## config.mk

```make
export PLATFORM = sky130hd
export DESIGN_NAME = linked_pool_allocator
export DESIGN_NICKNAME = d
export VERILOG_FILES = /design/src/hdl/lpa_pkg.sv /design/src/hdl/linked_pool_allocator.sv
export VERILOG_INCLUDE_DIRS = /design/src /design/src/hdl
export SDC_FILE = /design/constraint.sdc
export NUM_CORES = 1
export LEC_CHECK = 0
export ABC_AREA = 1
export BUFFER_PORTS_ARGS = -buffer_cell sky130_fd_sc_hd__buf_2
export CORE_UTILIZATION = 45
export CTS_BUF_LIST = sky130_fd_sc_hd__clkbuf_2
export DETAILED_ROUTE_END_ITERATION = 6
export PLACE_DENSITY = 0.72
export SETUP_SLACK_MARGIN = 0.1
export SYNTH_ARGS = -nofsm -noshare
export SYNTH_HDL_FRONTEND = slang
export SYNTH_SLANG_ARGS = --single-unit
export TNS_END_PERCENT = 5
```

## constraint.sdc

```tcl
create_clock -name clk_i -period 12.3 [get_ports clk_i]
set_clock_uncertainty 0.1 [all_clocks]
set_input_delay 2.46 -clock clk_i [delete_from_list [all_inputs] [get_ports clk_i]]
set_output_delay 2.46 -clock clk_i [all_outputs]
set_load 0.02 [all_outputs]
```

## src/hdl/linked_pool_allocator_defines.svh

```systemverilog
// Assertion macros shared by the linked pool allocator RTL.
`ifndef LINKED_POOL_ALLOCATOR_DEFINES_SVH
`define LINKED_POOL_ALLOCATOR_DEFINES_SVH

`ifndef ASSERT_OFF
// Implication in the same cycle, checked on clk_i outside of reset.
`define LPA_ASSERT_IMP(lbl, pre, post, msg) \
  lbl: assert property (@(posedge clk_i) disable iff (!rst_ni) (pre) |-> (post)) \
    else $error(msg);
// Implication in the next cycle, checked on clk_i outside of reset.
`define LPA_ASSERT_NXT(lbl, pre, post, msg) \
  lbl: assert property (@(posedge clk_i) disable iff (!rst_ni) (pre) |=> (post)) \
    else $error(msg);
`else
`define LPA_ASSERT_IMP(lbl, pre, post, msg)
`define LPA_ASSERT_NXT(lbl, pre, post, msg)
`endif

`endif

```

## src/hdl/lpa_pkg.sv

```systemverilog
// Types and constants of the linked pool allocator.
package lpa_pkg;

  // Width of a slot number in the command and result fields.
  localparam int unsigned SLOT_W      = 6;
  localparam int unsigned ENTRIES_DEF = 64;

  // Stream widths: command tdata holds slot_index, tuser holds kind.
  localparam int unsigned IN_TDATA_W  = 8;
  localparam int unsigned IN_TUSER_W  = 2;
  // Result tdata holds result_slot, used_empty, used_first, used_last.
  localparam int unsigned OUT_TDATA_W = 24;
  localparam int unsigned OUT_TUSER_W = 1;

  typedef enum logic [1:0] {
    KIND_ALLOC   = 2'd0,
    KIND_USE     = 2'd1,
    KIND_FREE    = 2'd2,
    KIND_RELEASE = 2'd3
  } lpa_kind_e;

  typedef enum logic [1:0] {
    MEMB_FREE     = 2'd0,
    MEMB_USED     = 2'd1,
    MEMB_DETACHED = 2'd2
  } lpa_memb_e;

  typedef enum logic [2:0] {
    ST_CLEAR,
    ST_IDLE,
    ST_UNLINK,
    ST_RELINK,
    ST_APPEND,
    ST_TAIL
  } lpa_state_e;

endpackage

```

## src/hdl/linked_pool_allocator.sv

```systemverilog
// Top level of the linked pool allocator: slot pool kept on free and used lists.
//
//  channel   direction  tdata                              tuser
//  s_axis    in         slot_index                         kind
//  m_axis    out        result_slot, used_empty, first...  status
//
// Allocate, use and free step through unlink, append and tail states; a slot in the middle
// of its list adds a relink state, since two neighbor links share one memory write port.
// The result becomes valid as the allocator returns to idle, where the next command can
// transfer. Release appends nothing and skips the append state; failed or ignored commands
// go from idle straight to the tail state. After reset a clearing pass fills the links with
// no transfer taken. A result that waits on m_axis stalls only the final write of the next command.
`include "linked_pool_allocator_defines.svh"

module linked_pool_allocator #(
  parameter int unsigned ENTRIES = lpa_pkg::ENTRIES_DEF
) (
  input  logic                            clk_i,
  input  logic                            rst_ni,
  input  logic                            s_axis_tvalid_i,
  output logic                            s_axis_tready_o,
  // [5:0] slot_index, [7:6] zero
  input  logic [lpa_pkg::IN_TDATA_W-1:0]  s_axis_tdata_i,
  // [1:0] kind
  input  logic [lpa_pkg::IN_TUSER_W-1:0]  s_axis_tuser_i,
  output logic                            m_axis_tvalid_o,
  input  logic                            m_axis_tready_i,
  // [5:0] result_slot, [6] used_empty, [12:7] used_first, [18:13] used_last,
  // [23:19] zero
  output logic [lpa_pkg::OUT_TDATA_W-1:0] m_axis_tdata_o,
  // [0] status
  output logic [lpa_pkg::OUT_TUSER_W-1:0] m_axis_tuser_o
);
  import lpa_pkg::*;

  localparam int unsigned AW = (ENTRIES > 1) ? $clog2(ENTRIES) : 1;
  localparam logic [AW-1:0] LAST = AW'(ENTRIES - 1);

  typedef struct packed {
    lpa_memb_e     memb;
    logic [AW-1:0] prev;
    logic [AW-1:0] next;
  } slot_t;

  // Slot memory and its ports.
  slot_t         mem_q [ENTRIES];
  slot_t         rd_q;
  logic [AW-1:0] rd_addr;
  logic          wr_en, we_next, we_prev, we_memb;
  logic [AW-1:0] wr_addr, wd_next, wd_prev;
  lpa_memb_e     wd_memb;

  // Control and list registers.
  lpa_state_e    state_q, state_d;
  lpa_kind_e     kind_q, kind_d;
  logic [AW-1:0] slot_q, slot_d, clr_q, clr_d;
  logic [AW-1:0] p_q, p_d, n_q, n_d, tail_t_q, tail_t_d;
  logic          skip_q, skip_d, status_q, status_d, app_empty_q, app_empty_d;
  logic [AW-1:0] free_head_q, free_head_d, free_tail_q, free_tail_d;
  logic [AW-1:0] used_head_q, used_head_d, used_tail_q, used_tail_d;
  logic          free_empty_q, free_empty_d, used_none_q, used_none_d;

  // Result register.
  logic              out_valid_q, out_valid_d, out_status_q, out_status_d;
  logic              out_empty_q, out_empty_d;
  logic [SLOT_W-1:0] out_slot_q, out_slot_d, out_first_q, out_first_d;
  logic [SLOT_W-1:0] out_last_q, out_last_d;
  logic              out_free;

  // Helpers for the list chosen in a state.
  lpa_kind_e     in_kind;
  logic          idx_ok, in_list, sel_used, to_used;
  logic [AW-1:0] lh, lt, nh, nt;
  logic          le, ne;

  assign in_kind  = lpa_kind_e'(s_axis_tuser_i);
  assign idx_ok   = (32'(s_axis_tdata_i[SLOT_W-1:0]) < ENTRIES);
  assign out_free = !out_valid_q || m_axis_tready_i;
  assign to_used  = (kind_q != KIND_FREE);

  // Next state, memory accesses and list updates.
  always_comb begin
    state_d      = state_q;
    kind_d       = kind_q;
    slot_d       = slot_q;
    clr_d        = clr_q;
    p_d          = p_q;
    n_d          = n_q;
    tail_t_d     = tail_t_q;
    skip_d       = skip_q;
    status_d     = status_q;
    app_empty_d  = app_empty_q;
    free_head_d  = free_head_q;
    free_tail_d  = free_tail_q;
    free_empty_d = free_empty_q;
    used_head_d  = used_head_q;
    used_tail_d  = used_tail_q;
    used_none_d  = used_none_q;
    out_valid_d  = out_valid_q && !m_axis_tready_i;
    out_status_d = out_status_q;
    out_slot_d   = out_slot_q;
    out_empty_d  = out_empty_q;
    out_first_d  = out_first_q;
    out_last_d   = out_last_q;
    s_axis_tready_o = 1'b0;
    rd_addr  = slot_q;
    wr_en    = 1'b0;
    we_next  = 1'b0;
    we_prev  = 1'b0;
    we_memb  = 1'b0;
    wr_addr  = slot_q;
    wd_next  = '0;
    wd_prev  = '0;
    wd_memb  = MEMB_FREE;
    in_list  = (rd_q.memb == MEMB_FREE) || (rd_q.memb == MEMB_USED);
    sel_used = (rd_q.memb == MEMB_USED);
    lh = '0;
    lt = '0;
    le = 1'b1;
    nh = '0;
    nt = '0;
    ne = 1'b1;

    case (state_q)
      ST_CLEAR: begin
        // One entry a cycle: chain every slot into the free list.
        wr_en   = 1'b1;
        we_next = 1'b1;
        we_prev = 1'b1;
        we_memb = 1'b1;
        wr_addr = clr_q;
        wd_next = (clr_q == LAST) ? '0 : clr_q + AW'(1);
        wd_prev = (clr_q == '0) ? LAST : clr_q - AW'(1);
        wd_memb = MEMB_FREE;
        if (clr_q == LAST) begin
          state_d = ST_IDLE;
        end else begin
          clr_d = clr_q + AW'(1);
        end
      end

      ST_IDLE: begin
        // Pick the slot the command works on and start reading its links.
        s_axis_tready_o = 1'b1;
        case (in_kind)
          KIND_ALLOC: begin
            slot_d   = free_head_q;
            skip_d   = free_empty_q;
            status_d = free_empty_q;
          end
          KIND_RELEASE: begin
            slot_d   = used_tail_q;
            skip_d   = used_none_q;
            status_d = used_none_q;
          end
          default: begin
            slot_d   = AW'(s_axis_tdata_i[SLOT_W-1:0]);
            skip_d   = !idx_ok;
            status_d = 1'b0;
          end
        endcase
        rd_addr = slot_d;
        if (s_axis_tvalid_i) begin
          kind_d  = in_kind;
          state_d = skip_d ? ST_TAIL : ST_UNLINK;
        end else begin
          slot_d   = slot_q;
          skip_d   = skip_q;
          status_d = status_q;
        end
      end

      ST_UNLINK: begin
        // Take the slot out of the list that holds it.
        lh = sel_used ? used_head_q : free_head_q;
        lt = sel_used ? used_tail_q : free_tail_q;
        le = sel_used ? used_none_q : free_empty_q;
        nh = lh;
        nt = lt;
        ne = le;
        state_d = (kind_q == KIND_RELEASE) ? ST_TAIL : ST_APPEND;
        if (in_list && !le) begin
          if (lh == slot_q && lt == slot_q) begin
            ne = 1'b1;
            nh = '0;
            nt = '0;
          end else if (lh == slot_q) begin
            nh = rd_q.next;
          end else if (lt == slot_q) begin
            nt = rd_q.prev;
          end else begin
            wr_en   = 1'b1;
            we_next = 1'b1;
            wr_addr = rd_q.prev;
            wd_next = rd_q.next;
            p_d     = rd_q.prev;
            n_d     = rd_q.next;
            state_d = ST_RELINK;
          end
          if (sel_used) begin
            used_head_d = nh;
            used_tail_d = nt;
            used_none_d = ne;
          end else begin
            free_head_d  = nh;
            free_tail_d  = nt;
            free_empty_d = ne;
          end
        end
      end

      ST_RELINK: begin
        // Second half of a middle unlink: the successor points back.
        wr_en   = 1'b1;
        we_prev = 1'b1;
        wr_addr = n_q;
        wd_prev = p_q;
        state_d = (kind_q == KIND_RELEASE) ? ST_TAIL : ST_APPEND;
      end

      ST_APPEND: begin
        // Link the current tail of the target list forward to the slot.
        lt = to_used ? used_tail_q : free_tail_q;
        le = to_used ? used_none_q : free_empty_q;
        app_empty_d = le;
        tail_t_d    = lt;
        if (!le) begin
          wr_en   = 1'b1;
          we_next = 1'b1;
          wr_addr = lt;
          wd_next = slot_q;
        end
        state_d = ST_TAIL;
      end

      ST_TAIL: begin
        // Finish the slot entry and list ends, and load the result.
        if (out_free) begin
          if (!skip_q) begin
            wr_en   = 1'b1;
            we_memb = 1'b1;
            wr_addr = slot_q;
            if (kind_q == KIND_RELEASE) begin
              wd_memb = MEMB_DETACHED;
            end else begin
              wd_memb = to_used ? MEMB_USED : MEMB_FREE;
              if (!app_empty_q) begin
                we_prev = 1'b1;
                wd_prev = tail_t_q;
              end
              if (to_used) begin
                used_tail_d = slot_q;
                if (app_empty_q) begin
                  used_head_d = slot_q;
                  used_none_d = 1'b0;
                end
              end else begin
                free_tail_d = slot_q;
                if (app_empty_q) begin
                  free_head_d  = slot_q;
                  free_empty_d = 1'b0;
                end
              end
            end
          end
          out_valid_d  = 1'b1;
          out_status_d = status_q;
          out_slot_d   = (!skip_q && (kind_q == KIND_ALLOC || kind_q == KIND_RELEASE))
                         ? SLOT_W'(slot_q) : '0;
          out_empty_d  = used_none_d;
          out_first_d  = used_none_d ? '0 : SLOT_W'(used_head_d);
          out_last_d   = used_none_d ? '0 : SLOT_W'(used_tail_d);
          state_d      = ST_IDLE;
        end
      end

      default: begin
        state_d = ST_IDLE;
      end
    endcase
  end

  // Slot memory: per-field write enables, registered read.
  always_ff @(posedge clk_i) begin
    if (wr_en) begin
      if (we_next) begin
        mem_q[wr_addr].next <= wd_next;
      end
      if (we_prev) begin
        mem_q[wr_addr].prev <= wd_prev;
      end
      if (we_memb) begin
        mem_q[wr_addr].memb <= wd_memb;
      end
    end
  end

  always_ff @(posedge clk_i) begin
    rd_q <= mem_q[rd_addr];
  end

  // Control and list registers.
  always_ff @(posedge clk_i or negedge rst_ni) begin
    if (!rst_ni) begin
      state_q      <= ST_CLEAR;
      clr_q        <= '0;
      free_head_q  <= '0;
      free_tail_q  <= LAST;
      free_empty_q <= 1'b0;
      used_head_q  <= '0;
      used_tail_q  <= '0;
      used_none_q  <= 1'b1;
      out_valid_q  <= 1'b0;
    end else begin
      state_q      <= state_d;
      clr_q        <= clr_d;
      free_head_q  <= free_head_d;
      free_tail_q  <= free_tail_d;
      free_empty_q <= free_empty_d;
      used_head_q  <= used_head_d;
      used_tail_q  <= used_tail_d;
      used_none_q  <= used_none_d;
      out_valid_q  <= out_valid_d;
    end
  end

  // Command and result payload.
  always_ff @(posedge clk_i) begin
    kind_q       <= kind_d;
    slot_q       <= slot_d;
    p_q          <= p_d;
    n_q          <= n_d;
    tail_t_q     <= tail_t_d;
    skip_q       <= skip_d;
    status_q     <= status_d;
    app_empty_q  <= app_empty_d;
    out_status_q <= out_status_d;
    out_slot_q   <= out_slot_d;
    out_empty_q  <= out_empty_d;
    out_first_q  <= out_first_d;
    out_last_q   <= out_last_d;
  end

  assign m_axis_tvalid_o = out_valid_q;
  assign m_axis_tuser_o  = out_status_q;
  assign m_axis_tdata_o  = {(OUT_TDATA_W - 3 * SLOT_W - 1)'(0),
                            out_last_q, out_first_q, out_empty_q, out_slot_q};

  // Checks on the sequencer and the list ends.
  `LPA_ASSERT_IMP(a_used_none_ends, used_none_q,
    (used_head_q == '0) && (used_tail_q == '0), "used list empty but ends nonzero")
  `LPA_ASSERT_NXT(a_tail_loads_result, (state_q == ST_TAIL) && out_free,
    out_valid_q && (state_q == ST_IDLE), "finished command did not load a result")
  `LPA_ASSERT_NXT(a_accept_leaves_idle, s_axis_tvalid_i && s_axis_tready_o,
    state_q != ST_IDLE, "accepted command did not start")
  `LPA_ASSERT_IMP(a_write_in_range, wr_en,
    32'(wr_addr) < ENTRIES, "slot memory write beyond the pool")

endmodule
```

==> results_dict.tcl <==
set metrics [dict create \
    fp.dieH_um 307 \
    die_w_um 307 \
    clkSinkCount 994 \
    clock-root-buffer "sky130_fd_sc_hd__clkbuf_2" \
    drc 5 \
    postLayoutCoreUtil_pct 49.3 \
    cts_resized 0 \
    antenna_violations_before_repair 2 \
    flop_and_latch_count_out_of_synthesis 994 \
    avgViaCountPerCell 5.52 \
    first_iter_violations 3000 \
    report.final.slew_viol_count 0 \
    floorplan.die_area_sq_um 94400 \
    fin_crit_ns 5.45 \
    seq_area_frac_synth_pct 70.5 \
    setup_violations_final 0 \
    synthesis.area_per_instance_sq_um 11.5 \
    cts_tree "built" \
    cts.hold.buffers_added 0 \
    postRouteAntennaNets 0 \
    final_net_count 3733 \
    final_cell_area_sq_um 45300 \
    violations "design-rule violations" \
    number_of_global_route_vias_before_repair 27400 \
    mappedNetlistArea_sq_um 41900 \
    drive_gt1_share_pct 13.4 \
    htree_levels 4 \
    critical_path.endpoint_type "register" \
    dp_hpwl_mm 59.6 \
    synth-main-ff-cell "sky130_fd_sc_hd__edfxtp_1" \
    timing.setup.tns_ns 0 \
    layout_setup_ws_ns 6.85 \
    place_congestion 0.895 \
    synth.area.mux_share_pct 0 \
    wirelength_mm 102 \
    synthSimpleGateAreaFrac_pct 15.0 \
    yosysWarnings 0 \
    wl_per_cell_um 19.8 \
    start_util_pct 45.6 \
    synth_fa_ha_area_share_pct 0.179 \
    p_leak_nw 16.0 \
    ios 41 \
    outcome "finished, violations left" \
    grt_start_max_net_pins 239 \
    max_clock_freq_mhz 183 \
    worstSetupStartpointType "primary input" \
    buffer_ports.inserted 33 \
    critPathRequiredTime_ns 13.56 \
    worst_setup_hold_path_clk_slew_ns 0.10 \
    rsz0062_at_grt "false" \
    netlist_cell_types 42 \
    worstHoldPathType "register to register" \
    ir_drop_mv 0.216 \
    globalRoute.totalOverflow 0 \
    power.share.sequential_pct 48.4 \
    synth_async_sr_flop_share_pct 3.62 \
    cellInternalPower_mw 6.28 \
    grt_use_total_pct 21.5 \
    dpl_cell_area_sq_um 43100 \
    post_synth_xor_area_fraction_pct 0.0418 \
    pre_cts_slack_ns 5.53 \
    routed_via_count 28400 \
    pwr-share-clk_pct 20.7 \
    net_switching_share_of_the_total_power_pct 38.6 \
    clock_insertion_delay_worst_skew_ns 1.57 \
    clock_path_buffers 3 \
    synth_top_family_by_area "simple AND/OR/NAND/NOR gates" \
    numCtsBuffers 229 \
    final.period_utilization_pct 44.3 \
    worst_slew_pin_slew_ns 1.24 \
    synth_edf_count 944 \
    core-area_sq_um 91900 \
    crit_arrival_ns 6.71 \
    drt-pass1-iter-count 7 \
    area_growth_pct 8.05 \
    combinational_cell_fraction_of_total_power_pct 30.9 \
    power.density_nw_per_um2 226 \
    setup.worst_path.class "primary input to register" \
    timing.max_cap.violations 0 \
    netSwitchingPower_mw 3.94 \
    worst_slew_margin_rel_pct 17.5 \
    syn_inst 3648 \
    path_max_fanout 216 \
    rows 111 \
    count_of_endpoints_failing_hold_in_the_final_timing_report 0 \
    post-cts-setup-buffers 0 \
    synth-compound-area-share_pct 11.2 \
    wire_length_of_the_first_global_routing_pass_mm 156 \
]
[worst paths after layout]
check / start / to / slack, ns / cells after the start
worst max register to register: rd_q[13]$_DFF_P_ / mem_q[24][4]$_DFFE_PP_ / 7.28 / 17
worst max-delay path: s_axis_tuser_i[0] / rd_q[0]$_DFF_P_ / 6.85 / 16
min in group asynchronous: rst_ni / used_tail_q[3]$_DFFE_PN0P_ / 1.00 / 1
worst min-delay path: free_empty_q$_DFFE_PN0P_ / free_empty_q$_DFFE_PN0P_ / 0.40 / 2
worst min register to register: free_empty_q$_DFFE_PN0P_ / free_empty_q$_DFFE_PN0P_ / 0.40 / 2
max in group asynchronous: rst_ni / used_head_q[2]$_DFFE_PN0P_ / 10.42 / 1
[flip-flops by register name, indices dropped and copies added, names as in the netlist]
register	count
used_head_q	6
out_last_q	6
out_first_q	6
n_q	6
p_q	6
used_tail_q	6
tail_t_q	6
app_empty_q	1
free_empty_q	1
state_q	3
free_tail_q	6
slot_q	6
free_head_q	6
m_axis_tuser_o	1
m_axis_tvalid_o	1
out_empty_q	1
out_slot_q	6
clr_q	6
skip_q	1
rd_q	14
kind_q	2
used_none_q	1
mem_q	896
[cell usage in the layout, fill, tap and decap left out, types with 6 or more instances in the layout]
cell / Yosys / final
sky130_fd_sc_hd__a21oi_1: 9 / 8
sky130_fd_sc_hd__nor2_1: 900 / 896
sky130_fd_sc_hd__o21ai_0: 497 / 495
sky130_fd_sc_hd__clkinv_2: 0 / 8
sky130_fd_sc_hd__dfrtp_1: 29 / 29
sky130_fd_sc_hd__a211oi_1: 8 / 8
sky130_fd_sc_hd__nor2_2: 9 / 11
sky130_fd_sc_hd__buf_2: 41 / 33
sky130_fd_sc_hd__dfstp_2: 7 / 7
sky130_fd_sc_hd__buf_4: 7 / 34
sky130_fd_sc_hd__diode_2: 0 / 7
sky130_fd_sc_hd__dfxtp_1: 14 / 14
sky130_fd_sc_hd__nand3_2: 3 / 7
sky130_fd_sc_hd__ha_1: 6 / 6
sky130_fd_sc_hd__nand3_1: 276 / 272
sky130_fd_sc_hd__clkinv_1: 2 / 56
sky130_fd_sc_hd__a22oi_1: 6 / 6
sky130_fd_sc_hd__edfxtp_1: 944 / 944
sky130_fd_sc_hd__or2_2: 28 / 28
sky130_fd_sc_hd__nor2_4: 8 / 10
sky130_fd_sc_hd__inv_1: 80 / 79
sky130_fd_sc_hd__o211ai_1: 244 / 244
sky130_fd_sc_hd__inv_2: 10 / 12
sky130_fd_sc_hd__a31oi_1: 8 / 8
sky130_fd_sc_hd__clkbuf_2: 0 / 334
sky130_fd_sc_hd__nand2_1: 284 / 283
[layer usage]
layer / part of all wire [%] / GRT usage [%]
met2: 48 / 34.7
met3: 8.4 / 4.45
met1: 40 / 28.1
met4: 3.5 / 9.67
met5: 0 / 0
[area by class of cell]
type / instances / area [sq um]
Fill cell: 8215 / 46600
Timing Repair Buffer: 71 / 500
Tap cell: 1243 / 1560
Clock inverter: 78 / 464
Antenna cell: 7 / 17.5
Inverter: 92 / 345
Sequential cell: 994 / 29500
Multi-Input combinational cell: 2325 / 11200
Clock buffer: 334 / 1670
[power groups by stage]
stage | registers, mW | logic (mW) | clock network, mW
floorplan | 5.01 | 2.02 | 0
global placement | 5.01 | 3.02 | 0
detailed placement | 5.02 | 3.11 | 0
CTS | 4.94 | 3.11 | 2.17
global route | 4.98 | 3.45 | 2.32
finish | 4.95 | 3.15 | 2.12
[critical path: stages]
cell                       delay (ns)
sky130_fd_sc_hd__buf_2           0.11
sky130_fd_sc_hd__inv_1           0.05
sky130_fd_sc_hd__ha_1            0.28
sky130_fd_sc_hd__inv_1           0.18
sky130_fd_sc_hd__o21ai_0         0.66
sky130_fd_sc_hd__nand2_1         0.20
sky130_fd_sc_hd__nand2_4         0.59
sky130_fd_sc_hd__buf_12          0.62
sky130_fd_sc_hd__nor2_1          0.10
sky130_fd_sc_hd__nor2_1          0.13
sky130_fd_sc_hd__o21ai_0         0.12
sky130_fd_sc_hd__o211ai_1        0.17
sky130_fd_sc_hd__nand3_1         0.15
sky130_fd_sc_hd__nand3_1         0.16
sky130_fd_sc_hd__nand3_1         0.18
sky130_fd_sc_hd__nand2_1         0.19
[kinds of logic after synthesis]
family                   Yosys count
AND/OR/NAND/NOR                 1520
adder cells (fa/ha/maj)            6
AO/OA/AOI/OAI                    792
flip-flops                       994
buffers and inverters            333
other                              1
XOR/XNOR                           2
[metrics by stage]
stage	total power [mW]	hold slack [ns]	cells
6_report	10.2	0.405	5144
3_5_place_dp	8.13	0.369	4725
3_3_place_gp	8.03	0.370	4725
5_1_grt	10.8	0.414	5144
4_1_cts	10.2	0.404	5137
2_1_floorplan	7.03	0.308	3652
[cells in the mapped netlist, types with 6 or more instances]
cell type,count,area [sq um]
sky130_fd_sc_hd__edfxtp_1,944,28300
sky130_fd_sc_hd__nor2_1,900,3380
sky130_fd_sc_hd__o21ai_0,497,2490
sky130_fd_sc_hd__nand2_1,284,1070
sky130_fd_sc_hd__nand3_1,276,1380
sky130_fd_sc_hd__o211ai_1,244,1830
sky130_fd_sc_hd__clkbuf_1,177,664
sky130_fd_sc_hd__inv_1,80,300
sky130_fd_sc_hd__buf_2,41,205
sky130_fd_sc_hd__dfrtp_1,29,726
sky130_fd_sc_hd__or2_2,28,175
sky130_fd_sc_hd__buf_1,16,60.1
sky130_fd_sc_hd__dfxtp_1,14,280
sky130_fd_sc_hd__inv_2,10,37.5
sky130_fd_sc_hd__a21oi_1,9,45.0
sky130_fd_sc_hd__nor2_2,9,56.3
sky130_fd_sc_hd__a211oi_1,8,60.1
sky130_fd_sc_hd__a31oi_1,8,50.1
sky130_fd_sc_hd__nor2_4,8,90.1
sky130_fd_sc_hd__buf_4,7,52.6
sky130_fd_sc_hd__dfstp_2,7,184
sky130_fd_sc_hd__a22oi_1,6,45.0
sky130_fd_sc_hd__ha_1,6,75.1
Note: power is estimated with default switching activity, not from simulation.
